## src/rtl/core/assert_macros.svh

```systemverilog
// Assertion macros shared by the deframer RTL.
`ifndef ASSERT_MACROS_SVH
`define ASSERT_MACROS_SVH

`ifndef SYNTHESIS
// Check that prop holds at every clock edge outside reset.
`define ACFD_ASSERT(lbl, clk, rstn, prop) \
    lbl: assert property (@(posedge clk) disable iff (!rstn) (prop)) \
        else $error("deframer assertion failed");
// Check that expr never holds at a clock edge outside reset.
`define ACFD_NEVER(lbl, clk, rstn, expr) \
    lbl: assert property (@(posedge clk) disable iff (!rstn) !(expr)) \
        else $error("deframer forbidden condition seen");
`else
`define ACFD_ASSERT(lbl, clk, rstn, prop)
`define ACFD_NEVER(lbl, clk, rstn, expr)
`endif

`endif

```

## src/rtl/core/acfd_pkg.sv

```systemverilog
// Package: types, codes and constants of the Adler-32 checked frame deframer.
`default_nettype none

package acfd_pkg;

    localparam int          TAG_BYTES_DEFAULT = 4;
    localparam logic [30:0] MAX_LENGTH_RESET  = 31'd67108864;
    localparam logic [15:0] ADLER_MOD         = 16'd65521;

    // Configuration register indexes
    localparam logic [1:0] REG_MAX_LENGTH = 2'd0;
    localparam logic [1:0] REG_TAG_VALUE  = 2'd1;
    localparam logic [1:0] REG_TAG_LENGTH = 2'd2;

    typedef enum logic [1:0] {
        ST_OK       = 2'd0,
        ST_LENGTH   = 2'd1,
        ST_CHECKSUM = 2'd2,
        ST_TAG      = 2'd3
    } status_t;

    typedef enum logic [1:0] {
        PH_HEADER = 2'd0,
        PH_BODY   = 2'd1,
        PH_HALT   = 2'd2
    } phase_t;

    typedef struct packed {
        logic add;
        logic restart;
    } adler_ctrl_t;

    typedef struct packed {
        logic [7:0] out_byte;
        logic       frame_end;
        status_t    status;
    } result_t;

endpackage

`default_nettype wire

```

## src/rtl/core/adler32_checked_frame_deframer.sv

```systemverilog
// Top level: config registers, parser, Adler-32 unit and result register.
//
//  channel   dir  handshake            payload
//  s_ (in)   in   s_tvalid/s_tready    s_tdata = data_byte
//  m_ (out)  out  m_tvalid/m_tready    m_tdata = out_byte, m_tlast = frame_end,
//                                      m_tuser = status
//  cfg       in   cfg_wr_en            cfg_index, cfg_wdata
//
// One input beat per cycle while s_tready is high.
// The frame state and the running Adler-32 sums update on the accepting edge;
// a payload or status beat then sits in the single output register.
// s_tready is high whenever that register is empty or drains in this cycle,
// so a full stream runs at one beat per clock with m_tready held high.
// aresetn (synchronous, active low) clears config to defaults and the frame
// state to the header phase; after any error status the block drops beats
// until the next reset.
`default_nettype none
`include "assert_macros.svh"

module adler32_checked_frame_deframer #(
    parameter int TAG_BYTES = acfd_pkg::TAG_BYTES_DEFAULT
) (
    input  wire logic        aclk,
    input  wire logic        aresetn,
    // input stream
    input  wire logic        s_tvalid,
    output logic             s_tready,
    input  wire logic [7:0]  s_tdata,    // [7:0] data_byte
    // result stream
    output logic             m_tvalid,
    input  wire logic        m_tready,
    output logic [7:0]       m_tdata,    // [7:0] out_byte
    output logic             m_tlast,    // frame_end
    output logic [1:0]       m_tuser,    // [1:0] status
    // configuration writes
    input  wire logic        cfg_wr_en,
    input  wire logic [1:0]  cfg_index,
    input  wire logic [31:0] cfg_wdata
);
    import acfd_pkg::*;

    logic [30:0] max_length_reg;
    logic [31:0] tag_value_reg;
    logic [2:0]  tag_length_reg;

    logic        out_valid_reg, out_valid_next;
    result_t     out_res_reg,   out_res_next;

    logic        in_accept;
    logic        res_valid;
    result_t     res;
    adler_ctrl_t adler_ctrl;
    logic [31:0] adler_sum;

    // Configuration registers: take each write at once.
    always_ff @(posedge aclk) begin
        if (!aresetn) begin
            max_length_reg <= MAX_LENGTH_RESET;
            tag_value_reg  <= 32'd0;
            tag_length_reg <= 3'd0;
        end else if (cfg_wr_en) begin
            case (cfg_index)
                REG_MAX_LENGTH: max_length_reg <= cfg_wdata[30:0];
                REG_TAG_VALUE:  tag_value_reg  <= cfg_wdata;
                REG_TAG_LENGTH: tag_length_reg <= cfg_wdata[2:0];
                default:        ;
            endcase
        end
    end

    // Accept a beat whenever the result register is free or draining.
    assign s_tready  = !out_valid_reg || m_tready;
    assign in_accept = s_tvalid && s_tready;

    acfd_parser #(
        .TAG_BYTES (TAG_BYTES)
    ) u_parser (
        .aclk       (aclk),
        .aresetn    (aresetn),
        .in_accept  (in_accept),
        .in_byte    (s_tdata),
        .max_length (max_length_reg),
        .tag_value  (tag_value_reg),
        .tag_length (tag_length_reg),
        .adler_sum  (adler_sum),
        .adler_ctrl (adler_ctrl),
        .res_valid  (res_valid),
        .res        (res)
    );

    acfd_adler u_adler (
        .aclk      (aclk),
        .aresetn   (aresetn),
        .ctrl      (adler_ctrl),
        .data_byte (s_tdata),
        .sum       (adler_sum)
    );

    // Result register: load a new beat, drop a taken one, hold otherwise.
    always_comb begin
        out_valid_next = out_valid_reg;
        out_res_next   = out_res_reg;
        if (res_valid) begin
            out_valid_next = 1'b1;
            out_res_next   = res;
        end else if (m_tready) begin
            out_valid_next = 1'b0;
        end
    end

    always_ff @(posedge aclk) begin
        if (!aresetn) begin
            out_valid_reg <= 1'b0;
        end else begin
            out_valid_reg <= out_valid_next;
        end
    end

    always_ff @(posedge aclk) begin
        out_res_reg <= out_res_next;
    end

    assign m_tvalid = out_valid_reg;
    assign m_tdata  = out_res_reg.out_byte;
    assign m_tlast  = out_res_reg.frame_end;
    assign m_tuser  = out_res_reg.status;

    // Payload beats never carry a status code.
    `ACFD_NEVER(a_payload_no_status, aclk, aresetn, m_tvalid && !m_tlast && (m_tuser != ST_OK))
    // Status beats carry a zero data byte.
    `ACFD_NEVER(a_status_zero_byte, aclk, aresetn, m_tvalid && m_tlast && (m_tdata != 8'h00))
    // After an error status is taken, nothing more comes out.
    `ACFD_ASSERT(a_halt_after_error, aclk, aresetn, (m_tvalid && m_tready && m_tlast && (m_tuser != ST_OK)) |=> !m_tvalid)
    // A result appears only after an accepted input beat.
    `ACFD_ASSERT(a_result_needs_input, aclk, aresetn, ($rose(m_tvalid)) |-> $past(in_accept))

endmodule

`default_nettype wire

```

## src/rtl/core/acfd_adler.sv

```systemverilog
// Running Adler-32 sums, one byte per cycle while ctrl.add is set.
`default_nettype none

module acfd_adler (
    input  wire logic                 aclk,
    input  wire logic                 aresetn,
    input  wire acfd_pkg::adler_ctrl_t ctrl,
    input  wire logic [7:0]           data_byte,
    output logic      [31:0]          sum
);
    import acfd_pkg::*;

    logic [15:0] low_reg,  low_next;
    logic [15:0] high_reg, high_next;
    logic [16:0] low_add;
    logic [16:0] high_add;
    logic [15:0] low_upd;
    logic [15:0] high_upd;

    always_comb begin
        low_add  = {1'b0, low_reg} + {9'd0, data_byte};
        low_upd  = (low_add >= {1'b0, ADLER_MOD}) ? 16'(low_add - {1'b0, ADLER_MOD})
                                                  : low_add[15:0];
        high_add = {1'b0, high_reg} + {1'b0, low_upd};
        high_upd = (high_add >= {1'b0, ADLER_MOD}) ? 16'(high_add - {1'b0, ADLER_MOD})
                                                   : high_add[15:0];
    end

    always_comb begin
        low_next  = low_reg;
        high_next = high_reg;
        if (ctrl.restart) begin
            low_next  = 16'd1;
            high_next = 16'd0;
        end else if (ctrl.add) begin
            low_next  = low_upd;
            high_next = high_upd;
        end
    end

    always_ff @(posedge aclk) begin
        if (!aresetn) begin
            low_reg  <= 16'd1;
            high_reg <= 16'd0;
        end else begin
            low_reg  <= low_next;
            high_reg <= high_next;
        end
    end

    assign sum = {high_reg, low_reg};

endmodule

`default_nettype wire

```

## src/rtl/core/acfd_parser.sv

```systemverilog
// Frame parser: header phase, body phase (tag, payload and checksum) and halt phase.
`default_nettype none

module acfd_parser #(
    parameter int TAG_BYTES = acfd_pkg::TAG_BYTES_DEFAULT
) (
    input  wire logic                   aclk,
    input  wire logic                   aresetn,
    input  wire logic                   in_accept,
    input  wire logic [7:0]             in_byte,
    input  wire logic [30:0]            max_length,
    input  wire logic [31:0]            tag_value,
    input  wire logic [2:0]             tag_length,
    input  wire logic [31:0]            adler_sum,
    output acfd_pkg::adler_ctrl_t       adler_ctrl,
    output logic                        res_valid,
    output acfd_pkg::result_t           res
);
    import acfd_pkg::*;

    localparam logic [3:0] TAG_CAP = 4'(TAG_BYTES);

    phase_t      phase_reg, phase_next;
    logic [1:0]  hdr_cnt_reg,   hdr_cnt_next;
    logic [23:0] hdr_shift_reg, hdr_shift_next;
    logic [30:0] remain_reg,    remain_next;
    logic [3:0]  tag_cnt_reg,   tag_cnt_next;
    logic        tag_bad_reg,   tag_bad_next;
    logic [23:0] chk_reg,       chk_next;

    logic [3:0]  tag_n;
    logic [31:0] hdr_word;
    logic        hdr_done;
    logic        len_bad;
    logic        in_chk;
    logic        is_last;
    logic        in_tag;
    logic [2:0]  tag_idx;
    logic [7:0]  tag_want;
    status_t     end_status;

    always_comb begin
        tag_n    = ({1'b0, tag_length} > TAG_CAP) ? TAG_CAP : {1'b0, tag_length};
        hdr_word = {hdr_shift_reg, in_byte};
        hdr_done = (hdr_cnt_reg == 2'd3);
        len_bad  = hdr_word[31]
                 || (hdr_word[30:0] > max_length)
                 || (hdr_word[30:0] < (31'(tag_n) + 31'd4));
        in_chk   = (remain_reg <= 31'd4);
        is_last  = (remain_reg == 31'd1);
        in_tag   = (tag_cnt_reg < tag_n);
        tag_idx  = 3'(tag_n - 4'd1 - tag_cnt_reg);
        tag_want = tag_idx[2] ? 8'h00 : tag_value[{tag_idx[1:0], 3'b000} +: 8];
        if (adler_sum != {chk_reg, in_byte}) begin
            end_status = ST_CHECKSUM;
        end else if (tag_bad_reg) begin
            end_status = ST_TAG;
        end else begin
            end_status = ST_OK;
        end
    end

    // Next phase
    always_comb begin
        phase_next = phase_reg;
        case (phase_reg)
            PH_HEADER: begin
                if (in_accept && hdr_done) begin
                    phase_next = len_bad ? PH_HALT : PH_BODY;
                end
            end
            PH_BODY: begin
                if (in_accept && is_last) begin
                    phase_next = (end_status != ST_OK) ? PH_HALT : PH_HEADER;
                end
            end
            PH_HALT:   phase_next = PH_HALT;
            default:   phase_next = PH_HEADER;
        endcase
    end

    // Results and datapath updates
    always_comb begin
        hdr_cnt_next       = hdr_cnt_reg;
        hdr_shift_next     = hdr_shift_reg;
        remain_next        = remain_reg;
        tag_cnt_next       = tag_cnt_reg;
        tag_bad_next       = tag_bad_reg;
        chk_next           = chk_reg;
        adler_ctrl.add     = 1'b0;
        adler_ctrl.restart = 1'b0;
        res_valid          = 1'b0;
        res.out_byte       = 8'h00;
        res.frame_end      = 1'b0;
        res.status         = ST_OK;
        case (phase_reg)
            PH_HEADER: begin
                if (in_accept) begin
                    hdr_cnt_next   = hdr_cnt_reg + 2'd1;
                    hdr_shift_next = hdr_word[23:0];
                    if (hdr_done) begin
                        remain_next  = hdr_word[30:0];
                        tag_cnt_next = 4'd0;
                        tag_bad_next = 1'b0;
                        if (len_bad) begin
                            res_valid     = 1'b1;
                            res.frame_end = 1'b1;
                            res.status    = ST_LENGTH;
                        end
                    end
                end
            end
            PH_BODY: begin
                if (in_accept) begin
                    remain_next = remain_reg - 31'd1;
                    if (in_chk) begin
                        chk_next = {chk_reg[15:0], in_byte};
                        if (is_last) begin
                            adler_ctrl.restart = 1'b1;
                            tag_bad_next       = 1'b0;
                            res_valid          = 1'b1;
                            res.frame_end      = 1'b1;
                            res.status         = end_status;
                        end
                    end else begin
                        adler_ctrl.add = 1'b1;
                        if (tag_cnt_reg < TAG_CAP) begin
                            tag_cnt_next = tag_cnt_reg + 4'd1;
                        end
                        if (in_tag) begin
                            if (tag_want != in_byte) begin
                                tag_bad_next = 1'b1;
                            end
                        end else begin
                            res_valid    = 1'b1;
                            res.out_byte = in_byte;
                        end
                    end
                end
            end
            PH_HALT: begin
                res_valid = 1'b0;
            end
            default: begin
                res_valid = 1'b0;
            end
        endcase
    end

    always_ff @(posedge aclk) begin
        if (!aresetn) begin
            phase_reg   <= PH_HEADER;
            hdr_cnt_reg <= 2'd0;
            remain_reg  <= 31'd0;
            tag_cnt_reg <= 4'd0;
            tag_bad_reg <= 1'b0;
        end else begin
            phase_reg   <= phase_next;
            hdr_cnt_reg <= hdr_cnt_next;
            remain_reg  <= remain_next;
            tag_cnt_reg <= tag_cnt_next;
            tag_bad_reg <= tag_bad_next;
        end
    end

    always_ff @(posedge aclk) begin
        hdr_shift_reg <= hdr_shift_next;
        chk_reg       <= chk_next;
    end

endmodule

`default_nettype wire

```

## config.mk

```make
export PLATFORM = sky130hd
export DESIGN_NAME = adler32_checked_frame_deframer
export DESIGN_NICKNAME = d
export VERILOG_FILES = /design/src/rtl/core/acfd_pkg.sv /design/src/rtl/core/adler32_checked_frame_deframer.sv /design/src/rtl/core/acfd_adler.sv /design/src/rtl/core/acfd_parser.sv
export VERILOG_INCLUDE_DIRS = /design/src /design/src/rtl/core
export SDC_FILE = /design/constraint.sdc
export NUM_CORES = 1
export LEC_CHECK = 0
export BUFFER_PORTS_ARGS = -buffer_cell sky130_fd_sc_hd__buf_2
export CAP_MARGIN = 0
export CORE_MARGIN = 4
export CORE_UTILIZATION = 56
export DETAILED_ROUTE_END_ITERATION = 16
export HOLD_SLACK_MARGIN = 0.06
export PLACE_DENSITY_LB_ADDON = 0.2
export SLEW_MARGIN = 20
export SYNTH_ARGS = -nofsm -noshare
export SYNTH_HDL_FRONTEND = slang
export SYNTH_SLANG_ARGS = --single-unit
```

## constraint.sdc

```tcl
create_clock -name aclk -period 6.1 [get_ports aclk]
set_clock_uncertainty 0.2 [all_clocks]
set_input_delay 0.305 -clock aclk [delete_from_list [all_inputs] [get_ports aclk]]
set_output_delay 0.305 -clock aclk [all_outputs]
set_load 0.02 [all_outputs]
```

* Yosys cells after proc, flatten, opt, wreduce, memory -nomap -nowiden *
Index checks and enable logic that the tools add are counted.

storage, ports and cells
  bits in registers = 198
  bits in latches = 0
  RAM bits = 0
  memory bits (read-only) = 0
  output and inout port bits = 13
  memories = 0

cells by class
  add/subtract/negate cells = 10
  $mul = 0
  div/mod/pow operators = 0
  order comparisons = 8
  eq/ne operators = 18
  shift operators = 1
  mux-type cells = 50
  bitwise operators = 3
  reductions and logical operators = 23

operators with widths
  cell                                                             number
  two-way mux 31 bit                                               3
  case mux 31 bit (2 select lines)                                 1
  >= comparator 17 x 16 -> 1 bit, second input constant            2
  two-way mux 16 bit                                               2
  != test 32 bit                                                   1
  variable part select 32 x 6 -> 8 bit                             1
  subtractor 16 bit, second input constant                         2
  == test 31 x 1 -> 1 bit, second input constant                   1
  > comparator 31 bit                                              1
  less-or-equal comparator 31 x 3 -> 1 bit, second input constant  1
  < comparator 31 bit                                              1
  subtractor 31 x 1 -> 31 bit, second input constant               1
  two-way mux 3 bit                                                7
  two-way mux 4 bit                                                5
  two-way mux 1 bit                                                18
  adder 16 x 16 -> 17 bit                                          1
  adder 16 x 8 -> 17 bit                                           1
  two-way mux 2 bit                                                8
  != test 2 x 1 -> 1 bit, second input constant                    6
  AND reduction 2 bit                                              5
  two-way mux 8 bit                                                1
  != test 8 bit                                                    1
  case mux 4 bit (2 select lines)                                  1
  AND reduction 7 bit                                              1
  27 further kinds                                                 41

* Logic depth before layout (Yosys ltp) *
Gate-level depths: netlist of the first run.

  depth in word-level cells = 12
  mapped depth = 24
  mapped depth without buffers = 23

* By module *
From an unflattened synthesis of the first run, not the netlist that was laid out.

second synthesis, totals
  cell total of the unflattened synthesis = 1324
  area total of the unflattened synthesis = 11994.0 um2

modules (own cells, without submodules)
  module                          times used  cells each  area an instance (um2)  seq. area each (um2)
  acfd_parser                     1           618         5769.3                  2242.2
  acfd_adler                      1           437         3344.5                  640.6
  adler32_checked_frame_deframer  1           269         2880.3                  1671.6

* Least setup slack after synthesis of the first run *
Ideal clock, no wire load.

  path type = input to register
  from = input s_tdata[6]
  to = register u_adler.high_reg[3]
  setup time = 133 ps
  data arrival time = 5915 ps
  data required time = 5767 ps
  slack = -147 ps
  cell stages on the path = 21
  buffers on the path = 1
  cells stage by stage = ha_1 -> a21o_1 -> a21o_1 -> or4_1 -> a41oi_1 -> o21ai_0 -> or4b_1 -> a21oi_1 -> and3_1 -> nor2_1 -> ha_1 -> clkbuf_1 -> a21oi_1 -> o211ai_1 -> or4_1 -> a22oi_1 -> nor4b_2 -> a41oi_1 -> nor4bb_1 -> xor2_1 -> a21oi_1

on the way
  cells in the longest elaborated chain, start to end = 6
  elaborated cells between the ends (all ways) = 8
  classes of those cells = 4 x add/sub; 2 x order compare; 2 x mux

ends and longest elaborated chain
  item                                                                        RTL line                              text
  from (decl)                                                                 adler32_checked_frame_deframer.sv:28  input wire logic [7:0] s_tdata,
  adder 16 x 8 -> 17 bit *                                                    acfd_adler.sv:21                      low_add = {1'b0, low_reg} + {9'd0, data_byte};
  subtractor 16 bit / >= comparator 17 x 16 -> 1 bit (equally long branches)  acfd_adler.sv:22                      low_upd = (low_add >= {1'b0, ADLER_MOD}) ? 16'(low_add - {1'b0, ADLER_MOD})
  two-way mux 16 bit *                                                        acfd_adler.sv:22
  named net u_adler.low_upd[10]                                               acfd_adler.sv:17                      logic [15:0] low_upd;
  adder 16 x 16 -> 17 bit *                                                   acfd_adler.sv:24                      high_add = {1'b0, high_reg} + {1'b0, low_upd};
  >= comparator 17 x 16 -> 1 bit *                                            acfd_adler.sv:25                      high_upd = (high_add >= {1'b0, ADLER_MOD}) ? 16'(high_add - {1'b0, ADLER_MOD})
  two-way mux 16 bit *                                                        acfd_adler.sv:25
  to (signal assigned)                                                        acfd_adler.sv:47                      high_reg <= high_next;
  to (decl)                                                                   acfd_adler.sv:14                      logic [15:0] high_reg, high_next;

The timed path passes the listed nets; every way through them passes the cells marked *.
A chain may end at the register's enable or synchronous reset.

* Final worst setup path of the first run *
  from = register u_adler.low_reg[6]
  to = register u_adler.high_reg[5]

on the way
  cells in the longest elaborated chain, start to end = 6
  elaborated cells between the ends (all ways) = 8
  classes of those cells = 4 x add/sub; 2 x order compare; 2 x mux

ends and longest elaborated chain
  item                                                                        RTL line          text
  from (decl)                                                                 acfd_adler.sv:13  logic [15:0] low_reg, low_next;
  from (signal assigned)                                                      acfd_adler.sv:46  low_reg <= low_next;
  adder 16 x 8 -> 17 bit *                                                    acfd_adler.sv:21
  >= comparator 17 x 16 -> 1 bit *                                            acfd_adler.sv:22
  two-way mux 16 bit *                                                        acfd_adler.sv:22
  named net u_adler.low_upd[3]                                                acfd_adler.sv:17
  adder 16 x 16 -> 17 bit *                                                   acfd_adler.sv:24
  subtractor 16 bit / >= comparator 17 x 16 -> 1 bit (equally long branches)  acfd_adler.sv:25
  two-way mux 16 bit *                                                        acfd_adler.sv:25

Marked as above.

==> impl_summary.log, run 1 <==
[metrics] RSZ-0062 raised after global routing: true
[metrics] leakage power summed over all cells: 0.00561 uW
[metrics] overall overflow remaining after global route: 0
[metrics] Final Slew Violations: 0
[metrics] buffers and inverters on the worst path: 5
[metrics] DRC violations left: 0
[metrics] sort of element at the start of the critical path: register
[metrics] routed length per instance: around 20 um
[metrics] average cell area after synthesis: 8.52 um^2
[metrics] worst supply voltage drop on vdd: 0.185 mV
[metrics] cells along the critical path: ha_1, a21o_1, a21o_1, or4_1, a41oi_2, o21ai_0, buf_4, nor4b_1, buf_4, o21ai_1, xor2_1, ha_1, buf_4, nand3b_1, a211oi_2, or4_1, a22oi_2, nor4b_4, a41oi_4, buf_6, buf_4, nor2_1, xnor2_1, a21oi_1
[metrics] slew at the pin closest to its max-slew limit: a little over 0.8 ns
[metrics] number of violations of the max-capacitance limit: 0
[metrics] slowest stage cell on the critical path: or4_1
[metrics] vias in the first global route: 10600
[metrics] worst-path maximum fanout: 7
[metrics] final standard cell utilization of the core: 0.703
[metrics] Skew-Pair Late Insertion Delay: 0.44 ns
[metrics] Most Frequent Cell on Critical Path: buf_4
[metrics] CTS buffer count: 17
[metrics] die height: 153 um
[metrics] leading post-synthesis cells by cell area: dfxtp_1 (24%), edfxtp_1 (15%), ha_1 (7.5%), nand2_1 (6.4%), a21oi_1 (5.8%)
[metrics] number of design-rule violations left by the first detailed-router iteration: 1207
[metrics] share of synthesized area occupied by flip-flops and latches: 0.385
[metrics] Min-Delay Path Class: in -> reg
[metrics] Die Span X: 153 um
[metrics] Synth async-reset ratio: 0
[metrics] highest attainable clock frequency: 167 MHz
[metrics] number of hold violations in the final report: 0
[metrics] final std cells w/o fill: 1840
[metrics] core area: 20500 um^2
[metrics] area of the mapped netlist: 11800 um^2
[metrics] count of antenna-violating nets left after detailed routing: 0
[metrics] Fillers: 1580
[metrics] Sinks on Clock Net: 198
[metrics] gpl congestion: 0.986
[metrics] min Tclk post-route: 5.99 ns
[metrics] final sum of negative setup slack: 0 ns
[metrics] number of vias per cell: 6.21
[metrics] Net count, final: 1677
[metrics] Worst slew margin: 0.452
[metrics] family with the most delay on the worst path: simple AND/OR/NAND/NOR gates
[metrics] Cells after DPL: 1762
[metrics] number of detailed-route iterations in the first pass: 6
[metrics] Layout Area Growth over Synthesis: 21.6%
[metrics] Syn Inst Count: 1389
[metrics] layout cell share with drive strength beyond 1: 0.191
[metrics] library cell used as clock root buffer: clkbuf_16
[metrics] routed wire length: ~36000 um
[metrics] synth unique cells: 72
[metrics] routed vias: 11400
[metrics] maximum level of the CTS H-tree: 4
[metrics] num ports: 60
[metrics] number of warnings issued by yosys: 0
[metrics] initial antenna violation count: 0
[metrics] Pwr Density: 203 nW/um^2
[metrics] class of the most critical setup path: reg -> reg
[metrics] total power after layout: 2920 uW
[metrics] Crit path required time: 6.21 ns
[metrics] outcome: finished clean
[metrics] global-route total usage across every layer: 0.296
[metrics] starting utilization of the core area: 0.578
[metrics] global-route wire length before repair: 56500 um
[metrics] setup violation total in the final timing report: 0
[metrics] maximum number of pins on one net before global-route repair: 60
[metrics] Port Buffers: just under 60
[metrics] detailed placement HPWL: 25400 um
[metrics] delay of the slowest cell on the worst path: around 0.52 ns
[metrics] Clock transition at path regs: 0.07 ns
[metrics] total die area: roughly 24000 um^2
[metrics] leading area contributor after synthesis: dfxtp_1
[metrics] number of enable-type register cells in the synthesized netlist: a little under 60
[metrics] fraction of synthesized cell area taken by the top area cell type: 0.235
[metrics] ys flop type: dfxtp_1
[metrics] Core Rows: 52
[metrics] Worst setup EP type: register
[metrics] Synthesized Nets: 1510
[metrics] number of flip-flops under the largest register name: 32
[metrics] Clock Tree Buf Depth: 2
[metrics] arrival time at the worst endpoint: about 6 ns
[metrics] Yosys reg bits: 198
[metrics] period utilisation layout: 0.983
[metrics] clock tree from TritonCTS: built
==> report_power, final <==
part | total, uW | internal, uW | leakage (uW) | switching [uW]
sequential | 1410 | 1380 | 0.00165 | 29.3
clock | 1120 | 556 | 0.000282 | 563
combinational | 388 | 159 | 0.00368 | 228
total | 2920 | 2100 | 0.00561 | 821
==> timing repair <==
item                       CTS  global route
setup buffers                2             8
hold endpoints to repair    72             0
resized for setup            9            49
hold buffers                36             0
setup endpoints to repair   14            16
pin swaps                    4            23
==> metrics by stage <==
step	instance area (um^2)	hold slack, ns	setup WS, ns
floorplan	11900	0.204	0.0250
global route	14400	0.0820	-0.111
CTS	14100	0.0691	0.00447
detailed placement	13100	0.245	-0.242
global placement	13100	0.240	-0.103
finish	14400	0.0832	0.105
==> path summary, 6_finish.rpt <==
kind	startpoint	endpoint	slack, ns	depth (start not counted)
worst max-delay path	u_adler.low_reg[6]$_SDFFE_PP0P_	u_adler.high_reg[5]$_SDFFE_PP0P_	0.11	24
worst min-delay path	s_tdata[1]	u_parser.hdr_shift_reg[1]$_DFFE_PP_	0.08	2
worst max register to register	u_adler.low_reg[6]$_SDFFE_PP0P_	u_adler.high_reg[5]$_SDFFE_PP0P_	0.11	24
worst min register to register	tag_value_reg[15]$_SDFFE_PN0P_	tag_value_reg[15]$_SDFFE_PN0P_	0.25	2
==> cell type report <==
class	instances	area [um^2]	share of cell area
well taps	270	338	0.0235
clock inverters	13	131	0.00912
repair buffers	225	1640	0.114
clock buffers	19	443	0.0308
inverters	63	236	0.0164
multi-input cells	1051	7060	0.490
flip-flops and latches	198	4560	0.316
diodes	1	2.50	0.000174
==> logic make-up after synthesis <==
logic type	share of synthesized area
xor gates and xnor gates	0.0533
DFF	0.385
buffers and inverters	0.0466
muxes	0.0254
adders and majority gates	0.0801
AOI/OAI and AO/OA	0.191
and+or+nand+nor	0.219
==> layer usage <==
layer | up-vias | GRT usage | share of wire
met5 | - | 0 | 0
met4 | 0 | 0.0967 | 0.026
met3 | 72 | 0.0495 | 0.083
met2 | 500 | 0.452 | 0.45
met1 | 5471 | 0.430 | 0.44
li1 | 5388 | - | -
==> synthesized netlist by cell type, types with 16 or more instances <==
master	number
a211oi_1	16
a21o_1	19
a21oi_1	136
clkbuf_1	68
dfxtp_1	139
edfxtp_1	59
ha_1	71
inv_1	62
nand2_1	203
nand3_1	34
nand4_1	20
nor2_1	87
nor3_1	33
nor4_1	26
o21ai_0	64
or3_1	17
xnor2_1	38
xor2_1	34
==> placed cells by master (no fill, tap or decap), types with 13 or more instances in the layout <==
cell type	instances
a211oi_1	15
a21o_1	19
a21oi_1	128
a31oi_1	15
and3_1	15
buf_2	59
buf_4	129
clkbuf_16	17
dfxtp_1	138
dlygate4sd3_1	36
edfxtp_1	59
ha_1	67
inv_1	61
nand2_1	202
nand3_1	34
nand4_1	20
nor2_1	83
nor3_1	32
nor4_1	20
o21ai_0	59
or2_2	13
or3_1	17
xnor2_1	36
xor2_1	34
Power figures use the tool's default switching activity.
==> inputs of run 2 (changes only) <==
- REMOVE_ABC_BUFFERS: unset -> 1
==> run 2 against run 1 <==
Net effect: wire length fell by 5.1%; global-route usage is 1.3 points lower; clock-buffer cell count decreased by 2; first-iteration DRC count shrank 20%; highest routed layer unchanged; worst hold slack lost 0.0085 ns; critical path type unchanged.
==> impl_summary.log, run 2 (synthesis results as in run 1) <==
[metrics] outcome: finished clean
[metrics] Clock Tree Buf Depth: 2 (unchanged)
[metrics] maximum number of pins on one net before global-route repair: 58 (-3.3%)
[metrics] Cells on Worst Hold Path: 2 (unchanged)
[metrics] total die area: 23500 um^2 (unchanged)
[metrics] num ports: 60 (unchanged)
[metrics] sort of element at the start of the critical path: register
[metrics] Clock transition at path regs: 0.08 ns (about the same)
[metrics] worst-path maximum fanout: 9 (+2)
[metrics] Sinks on Clock Net: 198 (unchanged)
[metrics] DRC violations left: 0 (unchanged)
[metrics] vias in the first global route: 10700 (+1.3%)
[metrics] routed wire length: 34300 um (-5.1%)
[metrics] Cells after DPL: 1754 (-0.45%)
[metrics] Min-Delay Path Class: in -> reg
[metrics] Worst slew margin: 0.419 (-0.0338)
[metrics] core area: 20500 um^2 (unchanged)
[metrics] class of the most critical setup path: reg -> reg
[metrics] number of design-rule violations left by the first detailed-router iteration: 962 (-20%)
[metrics] Worst setup EP type: register
[metrics] CTS buffer count: 17 (unchanged)
[metrics] highest attainable clock frequency: 170 MHz (+2.1%)
[metrics] initial antenna violation count: 0 (unchanged)
[metrics] highest-count cells in the layout ignoring fill and taps: nand2_1 (202), dfxtp_1 (138), a21oi_1 (128), buf_4 (117), nor2_1 (85)
[metrics] worst supply voltage drop on vdd: 0.181 mV (-2.4%)
[metrics] arrival time at the worst endpoint: 5.98 ns (-0.12 ns)
[metrics] setup violation total in the final timing report: 0 (unchanged)
[metrics] clock tree from TritonCTS: built
[metrics] count of antenna-violating nets left after detailed routing: 0 (unchanged)
[metrics] worst reg2reg path depth: 21 (-13%)
[metrics] library cell used as clock root buffer: clkbuf_16
[metrics] Port Buffers: 59 (unchanged)
[metrics] number of vias per cell: 6.15 (-0.96%)
[metrics] number of hold violations in the final report: 0 (unchanged)
[metrics] Pwr Density: 210 nW/um^2 (+3.4%)
[metrics] maximum level of the CTS H-tree: 4 (unchanged)
[metrics] die height: 153 um (unchanged)
[metrics] slew at the pin closest to its max-slew limit: 0.871 ns (+0.0514 ns)
[metrics] number of violations of the max-capacitance limit: 0 (unchanged)
[metrics] starting utilization of the core area: 0.578 (unchanged)
[metrics] min Tclk post-route: 5.87 ns (-0.125 ns)
[metrics] Crit path required time: 6.21 ns (about the same)
[metrics] worst hold slack across all endpoints: 0.0747 ns (-0.00850 ns)
[metrics] number of flip-flops under the largest register name: 32 (unchanged)
[metrics] total power after layout: 3020 uW (+3.3%)
[metrics] leakage power summed over all cells: 0.00558 uW (-0.58%)
[metrics] Skew-Pair Late Insertion Delay: 0.46 ns (+0.02 ns)
[metrics] number of detailed-route iterations in the first pass: 5 (-1)
[metrics] final std cells w/o fill: 1828 (-0.65%)
[metrics] routed length per instance: 18.8 um (-4.5%)
[metrics] routed vias: 11200 (-1.6%)
[metrics] global-route wire length before repair: 54600 um (-3.5%)
[metrics] layout cell share with drive strength beyond 1: 0.186 (-0.00495)
[metrics] Net count, final: 1665 (-0.72%)
[metrics] Layout Area Growth over Synthesis: 21.6% (about the same)
[metrics] detailed placement HPWL: 24100 um (-5.4%)
[metrics] gpl congestion: 0.942 (-4.5%)
[metrics] period utilisation layout: 0.962 (-0.0205)
[metrics] Die Span X: 153 um (unchanged)
[metrics] global-route total usage across every layer: 0.284 (-0.0126)
[metrics] most common cell after layout, fill and taps aside: nand2_1
[metrics] Core Rows: 52 (unchanged)
[metrics] Final Slew Violations: 0 (unchanged)
[metrics] overall overflow remaining after global route: 0 (unchanged)
[metrics] final standard cell utilization of the core: 0.702 (about the same)
## run 2: path summary, 6_finish.rpt
check | start | end | slack, ns
setup / recovery | u_adler.low_reg[6]$_SDFFE_PP0P_ | u_adler.high_reg[8]$_SDFFE_PP0P_ | 0.23
hold / removal | s_tdata[1] | u_parser.chk_reg[1]$_DFFE_PP_ | 0.07
setup reg to reg | u_adler.low_reg[6]$_SDFFE_PP0P_ | u_adler.high_reg[8]$_SDFFE_PP0P_ | 0.23
hold reg to reg | max_length_reg[1]$_SDFFE_PN0P_ | max_length_reg[1]$_SDFFE_PN0P_ | 0.26
## run 2: worst max-delay path, cell delays in order (launching register included)
cell and delay [ns]:
dfxtp_1 0.40, ha_4 0.23, a21o_1 0.22, a21o_1 0.21, or4_1 0.52, a41oi_2 0.18
o21ai_1 0.12, or4b_4 0.59, a21oi_4 0.21, and3_1 0.19, nor2_1 0.08, ha_2 0.35
nand3_1 0.21, o211ai_1 0.18, or4_1 0.54, a22oi_2 0.21, nor4b_4 0.27, a41oi_2 0.20
buf_6 0.18, nor3_1 0.19, xor2_1 0.18, a21oi_1 0.08
## run 2: what timing repair did
item,CTS,global route
resized for setup,3,61
pin swaps,1,30
endpoints found under the setup margin,12,16
hold buffers,35,0
endpoints found under the hold margin,72,0
setup buffers,0,6
## run 2: where the power goes
part	switching [uW]	internal, uW
Clock	634	585
Sequential	28.2	1380
Combinational	221	165
Total	884	2130
## run 2: stage by stage
stage / cell area, um^2 / worst slack (ns) / TNS [ns]
3_3_place_gp: 13000 / -0.0753 / -0.201
2_1_floorplan: 11500 / -0.427 / -2.15
3_5_place_dp: 13000 / -0.210 / -1.60
5_1_grt: 14400 / -0.0617 / -0.0926
4_1_cts: 14000 / 0.000357 / 0
6_report: 14400 / 0.230 / 0
## run 2: layout make-up
class | instances | area, um^2
multi-input cells | 1051 | 7070
fillers | 1584 | 6100
flip-flops and latches | 198 | 4560
repair buffers | 213 | 1550
clock buffers | 17 | 425
well taps | 270 | 338
inverters | 63 | 236
clock inverters | 15 | 218
diodes | 1 | 2.50
## run 2: layer usage
metal / vias up / GRT usage / wire, um
met4: 0 / 0.114 / 1430
met2: 404 / 0.488 / 17100
met3: 101 / 0.0413 / 1990
met5: - / 0 / 0
li1: 5363 / - / -
met1: 5379 / 0.359 / 13900
==> inputs of run 3 (changes only) <==
- CORE_ASPECT_RATIO: unset -> 1.5
- REMOVE_ABC_BUFFERS: 1 -> unset
==> run 3 against run 2 <==
Net effect: clock-buffer cell count up 2; critical path depth up 1; non-clock buffer count up 23; design area is 0.10% higher; combinational power grew 1%; critical path type unchanged; global-route usage up 1.5 points; sequential cell count is the same; clock power down 7%; sequential power about the same.
==> impl_summary.log, run 3 (synthesis results as in run 1) <==
[metrics] worst hold slack across all endpoints: 0.0945 ns (+0.0198 ns)
[metrics] number of violations of the max-capacitance limit: 0 (unchanged)
[metrics] clock tree from TritonCTS: built
[metrics] routed length per instance: 19.2 um (+2.2%)
[metrics] total power after layout: 2930 uW (-2.9%)
[metrics] min Tclk post-route: 5.93 ns (+0.0610 ns)
[metrics] Clock Tree Buf Depth: 2 (unchanged)
[metrics] most common cell after layout, fill and taps aside: nand2_1
[metrics] setup violation total in the final timing report: 0 (unchanged)
[metrics] library cell used as clock root buffer: clkbuf_16
[metrics] number of vias per cell: 6.15 (about the same)
[metrics] overall overflow remaining after global route: 0 (unchanged)
[metrics] initial antenna violation count: 0 (unchanged)
[metrics] count of antenna-violating nets left after detailed routing: 0 (unchanged)
[metrics] Skew-Pair Late Insertion Delay: 0.45 ns (about the same)
[metrics] global-route wire length before repair: 56000 um (+2.6%)
[metrics] Core Rows: 64 (+23%)
[metrics] slew at the pin closest to its max-slew limit: 1.09 ns (+0.215 ns)
[metrics] global-route total usage across every layer: 0.299 (+0.0155)
[metrics] number of hold violations in the final report: 0 (unchanged)
[metrics] DRC violations left: 0 (unchanged)
[metrics] Pwr Density: 203 nW/um^2 (-3.0%)
[metrics] Die Span X: 127 um (-17%)
[metrics] Clock transition at path regs: 0.08 ns (about the same)
[metrics] starting utilization of the core area: 0.575 (-0.00239)
[metrics] number of detailed-route iterations in the first pass: 5 (unchanged)
[metrics] CTS buffer count: 17 (unchanged)
[metrics] die height: 186 um (+21%)
[metrics] Worst setup EP type: register
[metrics] routed wire length: 35400 um (+3.1%)
[metrics] arrival time at the worst endpoint: 6.05 ns (+0.07 ns)
[metrics] Layout Area Growth over Synthesis: 21.7%
[metrics] ANT cells: 0 (-1)
[metrics] total die area: 23600 um^2 (+0.20%)
[metrics] Crit path required time: 6.22 ns (about the same)
[metrics] Sinks on Clock Net: 198 (unchanged)
[metrics] period utilisation layout: 0.972 (+0.0100)
[metrics] detailed placement HPWL: 25300 um (+5.2%)
[metrics] Min-Delay Path Class: in -> reg
[metrics] class of the most critical setup path: reg -> reg
[metrics] core area: 20600 um^2 (+0.41%)
[metrics] layout cell share with drive strength beyond 1: 0.194 (+0.00869)
[metrics] maximum level of the CTS H-tree: 4 (unchanged)
[metrics] number of design-rule violations left by the first detailed-router iteration: 790 (-18%)
[metrics] Worst slew margin: 0.276 (-0.142)
[metrics] routed vias: 11300 (+0.84%)
[metrics] sort of element at the start of the critical path: register
[metrics] leakage power summed over all cells: 0.00566 uW (+1.4%)
[metrics] vias in the first global route: 11000 (+2.7%)
[metrics] outcome: finished clean
[metrics] maximum number of pins on one net before global-route repair: 103 (+78%)
[metrics] num ports: 60 (unchanged)
[metrics] worst-path maximum fanout: 7 (-2)
[metrics] highest-count cells in the layout ignoring fill and taps: nand2_1 (202), buf_4 (140), dfxtp_1 (137), a21oi_1 (127), nor2_1 (85)
[metrics] Port Buffers: 59 (unchanged)
[metrics] Final Slew Violations: 0 (unchanged)
[metrics] gpl congestion: 0.913 (-3.0%)
[metrics] highest attainable clock frequency: 169 MHz (-1.0%)
[metrics] Net count, final: 1688 (+1.4%)
[metrics] number of flip-flops under the largest register name: 32 (unchanged)
[metrics] worst supply voltage drop on vdd: 0.243 mV (+35%)
-- run 3: changes by cell type in the layout (fill, tap and decap cells not counted), sizes merged --
cell and change:
clkinv +1, clkbuf +2, bufinv +1, clkinvlp +2, inv -6, dlygate4sd3 +1, buf +22, diode -1
-- run 3: area by class of cell --
class	count	area [um^2]
sequential	198	4560
tap	264	330
clock inverter	13	140
fill	1588	6170
inverter	63	236
clock buffer	19	433
timing repair buffer	236	1720
multi-input combinational	1051	6990
-- run 3: routing by layer --
| metal | wire, um | track usage |
|---|---|---|
| met1 | 13200 | 0.320 |
| met2 | 18700 | 0.552 |
| met3 | 1240 | 0.0365 |
| met4 | 2230 | 0.190 |
| met5 | 0 | 0 |
-- run 3: path summary, 6_finish.rpt --
check	from	endpoint	slack (ns)	depth (start not counted)
worst min register to register	max_length_reg[23]$_SDFFE_PN0P_	max_length_reg[23]$_SDFFE_PN0P_	0.25	2
worst max-delay path	u_adler.low_reg[1]$_SDFFE_PP0P_	u_adler.high_reg[3]$_SDFFE_PP0P_	0.17	22
worst max register to register	u_adler.low_reg[1]$_SDFFE_PP0P_	u_adler.high_reg[3]$_SDFFE_PP0P_	0.17	22
worst min-delay path	s_tdata[0]	u_parser.chk_reg[0]$_DFFE_PP_	0.09	2
-- run 3: critical path, cell delays in order (launching register included) --
cell and delay [ns]:
dfxtp_2 0.34, ha_1 0.31, a21oi_2 0.21, o22ai_2 0.15, buf_4 0.16, o21a_1 0.21, nor4_2 0.31, nand2_1 0.12
or4b_4 0.63, a2111o_1 0.40, xor2_1 0.15, buf_4 0.16, ha_4 0.28, buf_4 0.13, nand4_1 0.18, buf_4 0.21
o211a_1 0.24, o21a_1 0.22, nor4b_4 0.33, a41oi_2 0.24, nor4bb_2 0.37, xor2_1 0.18, a21oi_1 0.08
-- run 3: through the flow --
step | cell area, um^2 | util | setup slack (ns) | setup TNS [ns] | instances
2_1_floorplan | 11900 | - | 0.0250 | 0 | 1389
3_3_place_gp | 13200 | 0.642 | -0.0360 | -0.103 | 1769
3_5_place_dp | 13200 | 0.642 | -0.195 | -1.19 | 1769
4_1_cts | 14200 | 0.689 | 0.0232 | 0 | 1837
5_1_grt | 14400 | 0.700 | -0.0307 | -0.0588 | 1844
6_report | 14400 | 0.700 | 0.169 | 0 | 1844
-- run 3: timing repair --
item / 4_1_cts / 5_1_grt
hold buffers: 36 / 0
buffers inserted: 0 / 7
resized for setup: 8 / 42
hold endpoints to repair: 72 / 0
endpoints found under the setup margin: 11 / 16
pin swaps: 2 / 25
-- run 3: power by group --
group          internal, uW  switching, uW
Sequential             1380           27.9
Combinational           166            226
Clock                   578            548
Total                  2130            801
